### config.mk
export PLATFORM = sky130hd
export DESIGN_NAME = point_rotation_about_pivot_unit
export DESIGN_NICKNAME = d
export VERILOG_FILES = /design/src/hw/rtl/prp_pkg.sv /design/src/hw/rtl/prp_trig.sv /design/src/hw/rtl/prp_mac_cell.sv /design/src/hw/rtl/point_rotation_about_pivot_unit.sv
export SDC_FILE = /design/constraint.sdc
export NUM_CORES = 2
export LEC_CHECK = 0
export ABC_AREA = 1
export ABC_CLOCK_PERIOD_IN_PS = 8300
export BUFFER_PORTS_ARGS = -buffer_cell sky130_fd_sc_hd__buf_2
export CORE_ASPECT_RATIO = 1.1
export CORE_MARGIN = 2
export CORE_UTILIZATION = 25
export CTS_BUF_LIST = sky130_fd_sc_hd__clkbuf_4 sky130_fd_sc_hd__clkbuf_8
export DETAILED_ROUTE_END_ITERATION = 10
export PLACE_DENSITY = 0.39
export SLEW_MARGIN = 20
export SYNTH_ARGS = -nofsm -noshare
export SYNTH_HDL_FRONTEND = slang
export SYNTH_HIERARCHICAL = 1
export SYNTH_SLANG_ARGS = --single-unit
### constraint.sdc
create_clock -name clk -period 8.3 [get_ports clk]
set_input_delay 0.415 -clock clk [delete_from_list [all_inputs] [get_ports clk]]
set_output_delay 0.415 -clock clk [all_outputs]
set_load 0.01 [all_outputs]
### src/hw/rtl/prp_pkg.sv
`default_nettype none
// ----------------------------------------------------------------------------
// prp_pkg
// Shared widths, register indexes, the quarter-wave sine table and the
// lookup helper for the point rotation unit.
// ----------------------------------------------------------------------------
package prp_pkg;

    // coordinate and trig formats
    localparam int COORD_W   = 16;
    localparam int TRIG_FRAC = 14;
    localparam int TRIG_W    = TRIG_FRAC + 2;           // signed, holds +-1.0
    localparam int ANGLE_W   = 9;
    localparam int DIFF_W    = COORD_W + 1;             // point minus pivot
    localparam int PROD_W    = DIFF_W + TRIG_W;
    localparam int ACC_W     = PROD_W + 1;              // sum of two products
    localparam int Q_W       = ACC_W - TRIG_FRAC;       // integer part
    localparam int CFG_W     = (COORD_W > ANGLE_W) ? COORD_W : ANGLE_W;
    localparam int CFG_IDX_W = 2;

    // configuration register indexes
    localparam logic [CFG_IDX_W-1:0] REG_PIVOT_X = 2'd0;
    localparam logic [CFG_IDX_W-1:0] REG_PIVOT_Y = 2'd1;
    localparam logic [CFG_IDX_W-1:0] REG_ANGLE   = 2'd2;

    // angle landmarks in degrees
    localparam logic [ANGLE_W-1:0] DEG_90  = 9'd90;
    localparam logic [ANGLE_W-1:0] DEG_180 = 9'd180;
    localparam logic [ANGLE_W-1:0] DEG_270 = 9'd270;
    localparam logic [ANGLE_W-1:0] DEG_360 = 9'd360;

    // table build: series evaluation in 64-bit fixed point, done at elaboration
    localparam int          WORK_FRAC     = 30;
    localparam int          ROUND_SHIFT   = WORK_FRAC - TRIG_FRAC;
    localparam int          SINE_ENTRIES  = 91;
    localparam int          SINE_IDX_W    = $clog2(SINE_ENTRIES);
    localparam int          TAYLOR_TERMS  = 10;
    localparam logic [63:0] PI_Q60        = 64'h3243F6A8885A308D;
    localparam logic [63:0] PI_STEP       = PI_Q60 / 64'd180;
    localparam logic [63:0] TAYLOR_DIV [1:TAYLOR_TERMS] = '{
        64'd6, 64'd20, 64'd42, 64'd72, 64'd110,
        64'd156, 64'd210, 64'd272, 64'd342, 64'd420
    };

    typedef logic [SINE_ENTRIES-1:0][TRIG_FRAC:0] sine_table_t;

    // sine and cosine handed from the trig unit to the multiply cells
    typedef struct packed {
        logic signed [TRIG_W-1:0] sin_val;
        logic signed [TRIG_W-1:0] cos_val;
        logic signed [TRIG_W-1:0] nsin_val;   // negated sine for the x lane
    } trig_coef_t;

    function automatic sine_table_t build_sine_table();
        sine_table_t tbl;
        logic [63:0] x;
        logic [63:0] x2;
        logic [63:0] term;
        logic [63:0] sum;
        logic [63:0] r;
        int          k;
        int          n;
        for (k = 0; k < SINE_ENTRIES; k++)
        begin
            if (k == 0)
            begin
                sum = 64'd0;
            end
            else if (k == SINE_ENTRIES - 1)
            begin
                sum = 64'd1 << WORK_FRAC;
            end
            else
            begin
                x    = (PI_STEP * 64'(k)) >> (60 - WORK_FRAC);
                x2   = (x * x) >> WORK_FRAC;
                sum  = x;
                term = x;
                for (n = 1; n <= TAYLOR_TERMS; n++)
                begin
                    term = ((term * x2) >> WORK_FRAC) / TAYLOR_DIV[n];
                    if ((n % 2) == 1)
                        sum = sum - term;
                    else
                        sum = sum + term;
                end
            end
            r      = (sum + (64'd1 << (ROUND_SHIFT - 1))) >> ROUND_SHIFT;
            tbl[k] = r[TRIG_FRAC:0];
        end
        return tbl;
    endfunction

    localparam sine_table_t SINE_TABLE = build_sine_table();

    // signed sine of an angle in 0..359 degrees
    function automatic logic signed [TRIG_W-1:0] fixed_sine(input logic [ANGLE_W-1:0] a);
        logic                     neg;
        logic [ANGLE_W-1:0]       f;
        logic [TRIG_FRAC:0]       mag;
        logic signed [TRIG_W-1:0] smag;
        neg = (a >= DEG_180);
        f   = neg ? (a - DEG_180) : a;
        if (f > DEG_90)
            f = DEG_180 - f;
        mag  = SINE_TABLE[f[SINE_IDX_W-1:0]];
        smag = signed'(TRIG_W'(mag));
        return neg ? -smag : smag;
    endfunction

endpackage
`default_nettype wire

### src/hw/rtl/prp_trig.sv
`default_nettype none
// ----------------------------------------------------------------------------
// prp_trig
// Folds the programmed angle into range and holds its sine and cosine.
// ----------------------------------------------------------------------------
module prp_trig (
    input  wire logic                          clk,
    input  wire logic                          rst_n,
    input  wire logic                          load,
    input  wire logic [prp_pkg::ANGLE_W-1:0]   angle,
    output prp_pkg::trig_coef_t                coef
);
    import prp_pkg::*;

    logic [ANGLE_W-1:0]       angle_mod;
    logic [ANGLE_W-1:0]       cos_angle;
    logic signed [TRIG_W-1:0] sin_next;
    logic signed [TRIG_W-1:0] cos_next;
    trig_coef_t               coef_reg;

    always_comb
    begin
        // angles 360..511 wrap once
        angle_mod = (angle >= DEG_360) ? (angle - DEG_360) : angle;
        cos_angle = (angle_mod >= DEG_270) ? (angle_mod - DEG_270) : (angle_mod + DEG_90);
        sin_next  = fixed_sine(angle_mod);
        cos_next  = fixed_sine(cos_angle);
    end

    always_ff @(posedge clk or negedge rst_n)
    begin
        if (!rst_n)
        begin
            coef_reg.sin_val  <= '0;
            coef_reg.cos_val  <= signed'(TRIG_W'(1) <<< TRIG_FRAC);
            coef_reg.nsin_val <= '0;
        end
        else if (load)
        begin
            coef_reg.sin_val  <= sin_next;
            coef_reg.cos_val  <= cos_next;
            coef_reg.nsin_val <= -sin_next;
        end
    end

    assign coef = coef_reg;

endmodule
`default_nettype wire

### src/hw/rtl/prp_mac_cell.sv
`default_nettype none
// ----------------------------------------------------------------------------
// prp_mac_cell
// One multiply-accumulate cell: adds operand times coefficient to the
// partial sum from its left neighbor and registers it for the next cell.
// ----------------------------------------------------------------------------
module prp_mac_cell (
    input  wire logic                               clk,
    input  wire logic                               en,
    input  wire logic signed [prp_pkg::ACC_W-1:0]   acc_in,
    input  wire logic signed [prp_pkg::DIFF_W-1:0]  mul_a,
    input  wire logic signed [prp_pkg::TRIG_W-1:0]  coef,
    output logic signed [prp_pkg::ACC_W-1:0]        acc_out
);
    import prp_pkg::*;

    logic signed [PROD_W-1:0] prod;
    logic signed [ACC_W-1:0]  acc_next;
    logic signed [ACC_W-1:0]  acc_reg;

    always_comb
    begin
        prod     = mul_a * coef;
        acc_next = acc_in + ACC_W'(prod);
    end

    always_ff @(posedge clk)
    begin
        if (en)
            acc_reg <= acc_next;
    end

    assign acc_out = acc_reg;

endmodule
`default_nettype wire

### src/hw/rtl/point_rotation_about_pivot_unit.sv
`default_nettype none
// ----------------------------------------------------------------------------
// point_rotation_about_pivot_unit
// Rotates 2D points about a programmable pivot by a whole number of degrees,
// with truncation toward zero and saturation to the coordinate width.
// ----------------------------------------------------------------------------
//
//  channel   handshake             payload                         dir
//  -------   -------------------   -----------------------------   ---
//  in        in_valid / in_stall   point_x, point_y                in
//  out       out_valid / out_stall rotated_x, rotated_y, overflow  out
//  cfg       cfg_valid / cfg_ready cfg_index, cfg_data             in
//
//  one request per clock when nothing stalls; a result passes five register
//  stages before out_valid rises: capture, two multiply-accumulate cells,
//  truncate and saturate
//  every stage has its own valid bit, so bubbles close up behind a stall
//  reset clears pivot to 0 and angle to 0 degrees (sine 0, cosine 1.0);
//  in_stall is high and cfg_ready low while reset is asserted
//  cfg_ready is high out of reset; a new angle is folded and looked up at the write
//
module point_rotation_about_pivot_unit (
    input  wire logic                                 clk,
    input  wire logic                                 rst_n,
    // point requests
    input  wire logic                                 in_valid,
    output logic                                      in_stall,
    input  wire logic signed [prp_pkg::COORD_W-1:0]   point_x,
    input  wire logic signed [prp_pkg::COORD_W-1:0]   point_y,
    // rotated results
    output logic                                      out_valid,
    input  wire logic                                 out_stall,
    output logic signed [prp_pkg::COORD_W-1:0]        rotated_x,
    output logic signed [prp_pkg::COORD_W-1:0]        rotated_y,
    output logic                                      overflow,
    // register writes
    input  wire logic                                 cfg_valid,
    output logic                                      cfg_ready,
    input  wire logic [prp_pkg::CFG_IDX_W-1:0]        cfg_index,
    input  wire logic [prp_pkg::CFG_W-1:0]            cfg_data
);
    import prp_pkg::*;

    localparam int SUM_W = Q_W + 1;
    // saturation bounds widened to the pivot-added sum
    localparam logic signed [SUM_W-1:0] SAT_MAX =
        signed'(SUM_W'((64'd1 << (COORD_W - 1)) - 64'd1));
    localparam logic signed [SUM_W-1:0] SAT_MIN = ~SAT_MAX;
    localparam logic signed [COORD_W-1:0] OUT_MAX = SAT_MAX[COORD_W-1:0];
    localparam logic signed [COORD_W-1:0] OUT_MIN = SAT_MIN[COORD_W-1:0];

    // configuration
    logic                      cfg_wr;
    logic                      angle_load;
    logic signed [COORD_W-1:0] pivot_x_reg;
    logic signed [COORD_W-1:0] pivot_y_reg;
    trig_coef_t                coef;

    // per-stage valid bits and load enables
    logic v1_reg, v2_reg, v3_reg, v4_reg, v5_reg;
    logic en1, en2, en3, en4, en5;

    // stage 1: offsets from the pivot
    logic signed [DIFF_W-1:0]  dx_next, dy_next;
    logic signed [DIFF_W-1:0]  dx_reg, dy_reg;
    // stage 2 keeps dy for the second cell
    logic signed [DIFF_W-1:0]  dy2_reg;
    // cell chain partial sums
    logic signed [ACC_W-1:0]   x_acc1, y_acc1, x_acc2, y_acc2;
    // stage 4: integer parts, truncated toward zero
    logic signed [ACC_W-1:0]   x_biased, y_biased;
    logic signed [Q_W-1:0]     qx_next, qy_next;
    logic signed [Q_W-1:0]     qx_reg, qy_reg;
    // stage 5: pivot added back, saturated
    logic signed [SUM_W-1:0]   sx, sy;
    logic signed [COORD_W-1:0] rx_next, ry_next;
    logic                      ovf_x, ovf_y;
    logic signed [COORD_W-1:0] rotated_x_reg, rotated_y_reg;
    logic                      overflow_reg;

    // ------------------------------------------------------------------
    // register writes, ready out of reset; indexes past the list are dropped
    // ------------------------------------------------------------------
    assign cfg_ready  = rst_n;
    assign cfg_wr     = cfg_valid && cfg_ready;
    assign angle_load = cfg_wr && (cfg_index == REG_ANGLE);

    always_ff @(posedge clk or negedge rst_n)
    begin
        if (!rst_n)
        begin
            pivot_x_reg <= '0;
            pivot_y_reg <= '0;
        end
        else if (cfg_wr)
        begin
            if (cfg_index == REG_PIVOT_X)
                pivot_x_reg <= signed'(cfg_data[COORD_W-1:0]);
            if (cfg_index == REG_PIVOT_Y)
                pivot_y_reg <= signed'(cfg_data[COORD_W-1:0]);
        end
    end

    prp_trig u_trig (
        .clk   (clk),
        .rst_n (rst_n),
        .load  (angle_load),
        .angle (cfg_data[ANGLE_W-1:0]),
        .coef  (coef)
    );

    // ------------------------------------------------------------------
    // flow control: a stage loads when it is empty or its successor moves
    // ------------------------------------------------------------------
    always_comb
    begin
        en5 = !v5_reg || !out_stall;
        en4 = !v4_reg || en5;
        en3 = !v3_reg || en4;
        en2 = !v2_reg || en3;
        en1 = !v1_reg || en2;
    end

    // no request is taken while reset holds the valid bits clear
    assign in_stall = !en1 || !rst_n;

    always_ff @(posedge clk or negedge rst_n)
    begin
        if (!rst_n)
        begin
            v1_reg <= 1'b0;
            v2_reg <= 1'b0;
            v3_reg <= 1'b0;
            v4_reg <= 1'b0;
            v5_reg <= 1'b0;
        end
        else
        begin
            if (en1) v1_reg <= in_valid;
            if (en2) v2_reg <= v1_reg;
            if (en3) v3_reg <= v2_reg;
            if (en4) v4_reg <= v3_reg;
            if (en5) v5_reg <= v4_reg;
        end
    end

    // ------------------------------------------------------------------
    // stage 1: move the point into the pivot frame
    // ------------------------------------------------------------------
    always_comb
    begin
        dx_next = DIFF_W'(point_x) - DIFF_W'(pivot_x_reg);
        dy_next = DIFF_W'(point_y) - DIFF_W'(pivot_y_reg);
    end

    always_ff @(posedge clk)
    begin
        if (en1)
        begin
            dx_reg <= dx_next;
            dy_reg <= dy_next;
        end
        if (en2)
            dy2_reg <= dy_reg;
    end

    // ------------------------------------------------------------------
    // stages 2 and 3: two chained multiply-accumulate cells per lane
    //   x: dx*cos then + dy*(-sin)
    //   y: dx*sin then + dy*cos
    // ------------------------------------------------------------------
    prp_mac_cell u_x_cell0 (
        .clk     (clk),
        .en      (en2),
        .acc_in  ('0),
        .mul_a   (dx_reg),
        .coef    (coef.cos_val),
        .acc_out (x_acc1)
    );

    prp_mac_cell u_y_cell0 (
        .clk     (clk),
        .en      (en2),
        .acc_in  ('0),
        .mul_a   (dx_reg),
        .coef    (coef.sin_val),
        .acc_out (y_acc1)
    );

    prp_mac_cell u_x_cell1 (
        .clk     (clk),
        .en      (en3),
        .acc_in  (x_acc1),
        .mul_a   (dy2_reg),
        .coef    (coef.nsin_val),
        .acc_out (x_acc2)
    );

    prp_mac_cell u_y_cell1 (
        .clk     (clk),
        .en      (en3),
        .acc_in  (y_acc1),
        .mul_a   (dy2_reg),
        .coef    (coef.cos_val),
        .acc_out (y_acc2)
    );

    // ------------------------------------------------------------------
    // stage 4: drop the fraction, rounding toward zero
    // negative sums get a bias of all-ones fraction before the shift
    // ------------------------------------------------------------------
    always_comb
    begin
        x_biased = x_acc2 + (x_acc2[ACC_W-1] ? ACC_W'((64'd1 << TRIG_FRAC) - 64'd1) : '0);
        y_biased = y_acc2 + (y_acc2[ACC_W-1] ? ACC_W'((64'd1 << TRIG_FRAC) - 64'd1) : '0);
        qx_next  = signed'(x_biased[ACC_W-1:TRIG_FRAC]);
        qy_next  = signed'(y_biased[ACC_W-1:TRIG_FRAC]);
    end

    always_ff @(posedge clk)
    begin
        if (en4)
        begin
            qx_reg <= qx_next;
            qy_reg <= qy_next;
        end
    end

    // ------------------------------------------------------------------
    // stage 5: add the pivot back and clamp to the coordinate range
    // ------------------------------------------------------------------
    always_comb
    begin
        sx    = SUM_W'(qx_reg) + SUM_W'(pivot_x_reg);
        sy    = SUM_W'(qy_reg) + SUM_W'(pivot_y_reg);
        ovf_x = (sx > SAT_MAX) || (sx < SAT_MIN);
        ovf_y = (sy > SAT_MAX) || (sy < SAT_MIN);
        if (sx > SAT_MAX)
            rx_next = OUT_MAX;
        else if (sx < SAT_MIN)
            rx_next = OUT_MIN;
        else
            rx_next = sx[COORD_W-1:0];
        if (sy > SAT_MAX)
            ry_next = OUT_MAX;
        else if (sy < SAT_MIN)
            ry_next = OUT_MIN;
        else
            ry_next = sy[COORD_W-1:0];
    end

    always_ff @(posedge clk)
    begin
        if (en5)
        begin
            rotated_x_reg <= rx_next;
            rotated_y_reg <= ry_next;
            overflow_reg  <= ovf_x || ovf_y;
        end
    end

    assign out_valid = v5_reg;
    assign rotated_x = rotated_x_reg;
    assign rotated_y = rotated_y_reg;
    assign overflow  = overflow_reg;

    // ------------------------------------------------------------------
    // checks
    // ------------------------------------------------------------------

    // the x lane subtracts exactly the sine the y lane adds
    a_nsin_matches: assert property (@(posedge clk) disable iff (!rst_n)
        coef.nsin_val == -coef.sin_val)
        else $error("negated sine out of step with sine");

    // sine and cosine of a whole degree are never both zero
    a_coef_nonzero: assert property (@(posedge clk) disable iff (!rst_n)
        !((coef.sin_val == '0) && (coef.cos_val == '0)))
        else $error("sine and cosine both zero");

    // a flagged result has at least one coordinate pinned at a limit
    a_ovf_at_limit: assert property (@(posedge clk) disable iff (!rst_n)
        (out_valid && overflow) |->
            ((rotated_x == OUT_MAX) || (rotated_x == OUT_MIN) ||
             (rotated_y == OUT_MAX) || (rotated_y == OUT_MIN)))
        else $error("overflow flagged without a saturated coordinate");

    // a request leaving truncation reaches the output register
    a_stage_advance: assert property (@(posedge clk) disable iff (!rst_n)
        (v4_reg && en5) |=> out_valid)
        else $error("request lost between truncate and output stages");

endmodule
`default_nettype wire

==> Yosys cells after proc, flatten, opt, wreduce, memory -nomap -nowiden <==
Memory sizes are Yosys's and may differ from the RTL's.
Cells that the tools add are included.
{ "classes": {"add_sub_neg": 18, "mul": 4, "order_cmp": 12, "eq_ne": 2, "mux": 14, "reduce_logical": 22} }
{ "ops": {"columns": ["operator", "count"], "rows": [
  ["17-bit by 16-bit multiplier with 33-bit output", 4],
  ["33-bit by 33-bit adder with 34-bit output", 2],
  ["34-bit by 14-bit adder with 34-bit output", 2],
  ["16-bit 2-to-1 mux", 4],
  ["20-bit by 16-bit adder with 21-bit output", 2],
  ["21-bit by 16-bit greater-than comparator with 1-bit output, second input constant", 2],
  ["21-bit by 16-bit < comparator with 1-bit output, second input constant", 2],
  ["9-bit 2-to-1 mux", 4],
  ["16-bit by 16-bit subtractor with 17-bit output", 2],
  ["15-bit negation with 16-bit output", 2],
  ["15-bit 2-to-1 mux", 2],
  ["14-bit 2-to-1 mux", 2],
  ["9-bit by 8-bit greater-or-equal comparator with 1-bit output, second input constant", 2],
  ["9-bit greater-or-equal comparator, second input constant", 2],
  ["9-bit by 7-bit greater-than comparator with 1-bit output, second input constant", 2],
  ["9-bit by 8-bit subtractor with 9-bit output, second input constant", 2],
  ["9-bit subtractor, second input constant", 2],
  ["7-bit by 8-bit < comparator with 1-bit output, second input constant", 2],
  ["16-bit negation", 1],
  ["7-bit 2-to-1 mux", 2],
  ["6-bit by 7-bit subtractor with 7-bit output, first input constant", 2],
  ["9-bit by 7-bit adder with 9-bit output, second input constant", 1],
  ["1-bit logical OR", 9],
  ["1-bit zero test", 8],
  ["other kinds (5)", 7]
]} }
{ "word_totals": {"register_bits": 343, "rom_bits": 3840, "in_bits": 55, "out_inout_bits": 36, "wordCells": 96, "memories": 2} }
{ "memory_table": {"columns": ["memory", "words", "word_bits", "rd", "rd_ports_with_merged_regs", "write_ports", "line_no", "rtl"], "rows": [
  ["(no name shown)", 128, 15, 1, 0, 0, "prp_pkg.sv:106", "mag = SINE_TABLE[f[SINE_IDX_W-1:0]];"],
  ["(no name shown)", 128, 15, 1, 0, 0, "prp_pkg.sv:106", null]
]} }

==> Longest topological paths before layout <==
{ "depth": {"depth_word": 12, "ltp_mapped": 49, "depth_no_buf": 48} }

==> By module <==
Netlist, hierarchy kept.
{ "modules_own_cells": {"columns": ["mod", "instances", "cells_each", "area_per_inst_um2", "seq_area_each_um2"], "rows": [
  ["prp_mac_cell (u_x_cell1 ...)", 2, 1635, 13370.3, 1021.0],
  ["prp_mac_cell (u_x_cell0)", 1, 1638, 13462.9, 1021.0],
  ["prp_mac_cell (u_y_cell1)", 1, 1640, 13420.4, 1021.0],
  ["point_rotation_about_pivot_unit", 1, 1405, 11352.1, 4649.5],
  ["prp_trig", 1, 1559, 8536.9, 1177.4]
]} }

==> Worst setup path before layout <==
No wires, ideal clock.
{ "synth_timing": {"kind": "reg2reg", "from": "register dx_reg[16]", "to": "register, netlist name u_x_cell0/acc_out[33]", "setup_time_ps": 252, "arrival_ps": 5952, "required_time_ps": 8048, "slack_ps": 2095, "stages_incl_launch_ff": 25, "path_buffers": 1, "synth_period_minus_slack_ps": 6205, "path_cell_list": "edfxtp_1 clkbuf_1 nand2_1 inv_1 fa_1 inv_1 fa_1 inv_1 fa_1 inv_1 fa_1 inv_1 fa_1 inv_1 fa_1 inv_1 ha_1 a21oi_1 o21ai_0 a21oi_1 nand2_1 a21oi_1 inv_1 nand2_1 nand2_1"} }
{ "synth_between": {"elab_chain_cells": 1} }
{ "synth_lines": {"columns": ["item", "line_no", "rtl"], "rows": [
  ["start, declared", "point_rotation_about_pivot_unit.sv:65", "logic signed [DIFF_W-1:0] dx_reg, dy_reg;"],
  ["start signal, assigned", "point_rotation_about_pivot_unit.sv:160", "dx_reg <= dx_next;"],
  ["17-bit by 16-bit multiplier with 33-bit output", "prp_mac_cell.sv:23", "prod = mul_a * coef;"],
  ["net u_x_cell0.acc_next[33]", "prp_mac_cell.sv:18", "logic signed [ACC_W-1:0] acc_next;"]
]} }
The timed path passes the listed nets, and every way through them passes these cells.
A chain may end at the register's enable or synchronous reset.

==> Worst setup path in the final report <==
{ "layout_timing": {"from": "register dy2_reg[6]", "to": "register u_x_cell1.acc_reg[21] (netlist: u_x_cell1/acc_out[21]), data pin"} }
{ "layout_between": {"elab_chain_cells": 2} }
{ "layout_lines": {"columns": ["item", "line_no", "rtl"], "rows": [
  ["start, declared", "point_rotation_about_pivot_unit.sv:67", "logic signed [DIFF_W-1:0] dy2_reg;"],
  ["start signal, assigned", "point_rotation_about_pivot_unit.sv:164", "dy2_reg <= dy_reg;"],
  ["17-bit by 16-bit multiplier with 33-bit output", "prp_mac_cell.sv:23", null],
  ["33-bit by 33-bit adder with 34-bit output", "prp_mac_cell.sv:24", "acc_next = acc_in + ACC_W'(prod);"],
  ["net u_x_cell1.acc_next[21]", "prp_mac_cell.sv:18", null],
  ["end signal, assigned", "prp_mac_cell.sv:30", "acc_reg <= acc_next;"],
  ["end, declared", "prp_mac_cell.sv:19", "logic signed [ACC_W-1:0] acc_reg;"]
]} }
The timed path passes the listed nets, and every way through them passes these cells.

==> metrics.yaml <==
port_buffers: 90
numCtsBuffers: 72
cp_max_fo: 19
postCtsSetupRepairBufs: 0
worstSetupEndpointType: "flip-flop"
dieArea_mm2: 0.2984
slew_violations: 0
grt_pass1_vias: 64740
dp_hpwl_mm: 216.7
wl_met1_mm: 114.5
layout-drive-gt1-share_pct: 7.114
async_flop_share_pct: 24.42
dr_wl_met3_mm: 7.915
r2r_slack_ns: 1.67
cts_tree: "built"
nets: 11460
first_iter_violations: 3043
postSynthCellCount: 9512
synthTopCellsByCount: "nand2_1 (2645), inv_1 (2404), fa_1 (1260)"
clk_latency_ns: 0.81
rsz0062_at_grt: "no"
status: "complete, no violations"
arrival_ns: 7.18
via_per_inst: 4.357
yosysTopAreaCell: "fa_1"
wirelength_mm: 258.3
synthTopCellsByArea: "fa_1 (34%), nand2_1 (14%), inv_1 (12%)"
hold_violations: 0
fin_setup_tns_ns: 0
r2r_end: "u_x_cell1/acc_out[21]$_DFFE_PP_"
cts_buffer_depth: 3
synth_flop_cell: "edfxtp_1"
ant_nets: 0
worst_pin_slew_ns: 1.177
grt_pass1_wl_mm: 398.0
ys_types: 65
cts_hold_buf: 9
avgSynthCellArea_um2: 7.728
core-area_mm2: 0.2923
h-tree-depth: 3
cts.sinks: 344
crit_type: "reg -> reg"
firstDrtPassIters: 8
drc: 0
cts_resized: 0
grt_start_max_net_pins: 71
clk_pin_slew_worst_paths_ns: 0.07
fin_skew_ns: 0.05790
max-slew-margin-rel_pct: 21.52
routed-wl-met2_mm: 129.8
synth_edf_count: 260
track_usage_pct: 17.47
row_count: 208
die_y_um: 572.7
antenna_found_initial: 6
reg2regPathDepth: 18
hp-class: "in -> reg"
routed.top_layer: "met5"
ys_warn_count: 6
grt_overflow: 0
area_growth_pct: 9.856
place_congestion: 0.8968
setup_viol: 0
r2r_start: "dy2_reg[6]$_DFFE_PP_"
min_period_ns: 6.626
vias: 59080
maxCapViolations: 0
ys_ff_latch: 344
critPathLaunch: "dy2_reg[6]$_DFFE_PP_"
start_kind: "flip-flop"
syn_area_mm2: 0.07351
timing.final.crit_share_pct: 79.83
cts_root_buf: "clkbuf_8"
start_util_pct: 25.15
final_util_pct: 27.63
synth-seq-area-share_pct: 13.48
die_w_um: 521.0
hold_ws_ns: 0.1332
wl_per_cell_um: 19.05
synth.most_common_cell: "nand2_1"
synth_top_area_share_pct: 34.31
timing.fmax_mhz: 150.9
required_ns: 8.85
largest_reg_flops: 47
crit_end: "u_x_cell1/acc_out[21]$_DFFE_PP_"
ios: 91
==> cells in the final DEF, fill, tap and decap left out, types with 80 or more instances in the layout <==
cell,n
buf_2,89
ha_1,532
fa_1,1260
o21ai_0,160
dfrtp_1,80
nor2_1,417
nand3_1,455
edfxtp_1,260
xor2_1,112
clkbuf_8,81
nand2_2,95
nand2_1,2644
buf_4,141
a21oi_1,247
inv_1,2401
==> area by class of cell <==
cell class | instances | area, um2
Fill cell | 32090 | 211500
Multi-Input combinational cell | 6512 | 53430
Clock buffer | 106 | 1303
Timing Repair Buffer | 250 | 1789
Antenna cell | 4 | 10.01
Sequential cell | 344 | 9915
Tap cell | 3885 | 4861
Clock inverter | 23 | 304.0
Inverter | 2436 | 9151
==> through the flow <==
step	instance area, um2	setup WS (ns)	std cells
after floorplan	73780	2.095	9583
after global placement	78950	-0.01498	13410
after detailed placement	79040	1.436	13420
after CTS	80730	1.592	13560
after global routing	80760	1.264	13560
final	80760	1.674	13560
==> worst min-delay path by stage <==
stage	from	endpoint	slack [ns]	cells past startpoint
floorplan	rst_n	out_valid$_DFFE_PN0P_	0.12	0
global placement	dy_reg[9]$_DFFE_PN_	dy2_reg[9]$_DFFE_PP_	0.40	0
detailed placement	dy_reg[3]$_DFFE_PN_	dy2_reg[3]$_DFFE_PP_	0.41	0
CTS	point_y[14]	dy_reg[14]$_DFFE_PN_	0.04	3
global route	point_y[14]	dy_reg[14]$_DFFE_PN_	0.12	3
finish	out_stall	out_valid$_DFFE_PN0P_	0.13	4
==> cells by family after synthesis <==
group / synth area share (%)
AOI/OAI and AO/OA: 4.262
buffers and inverters: 14.24
other: 0.005101
adders and majority gates: 43.37
xor gates and xnor gates: 2.012
DFF: 13.48
and+or+nand+nor: 22.64
==> per-layer routing <==
layer  GRT usage, %  vias up
met2          31.34     1091
met4          4.210        2
li1               -    28240
met3          1.426      264
met5              0        -
met1          22.52    29480
==> worst max-delay path, stage by stage (launching register included) <==
cell	delay (ns)
edfxtp_1	1.11
buf_4	0.33
nand2_1	0.09
fa_1	0.53
inv_1	0.07
fa_1	0.49
fa_1	0.57
fa_1	0.43
fa_1	0.49
inv_1	0.05
fa_1	0.47
inv_1	0.05
ha_1	0.36
nand4_1	0.27
nor3_1	0.37
nand2_1	0.08
nand2_1	0.19
a21oi_1	0.11
xor2_1	0.31
Power is not shown: default switching activity piles up to over one toggle a cycle in this logic, so the estimate is an artifact.
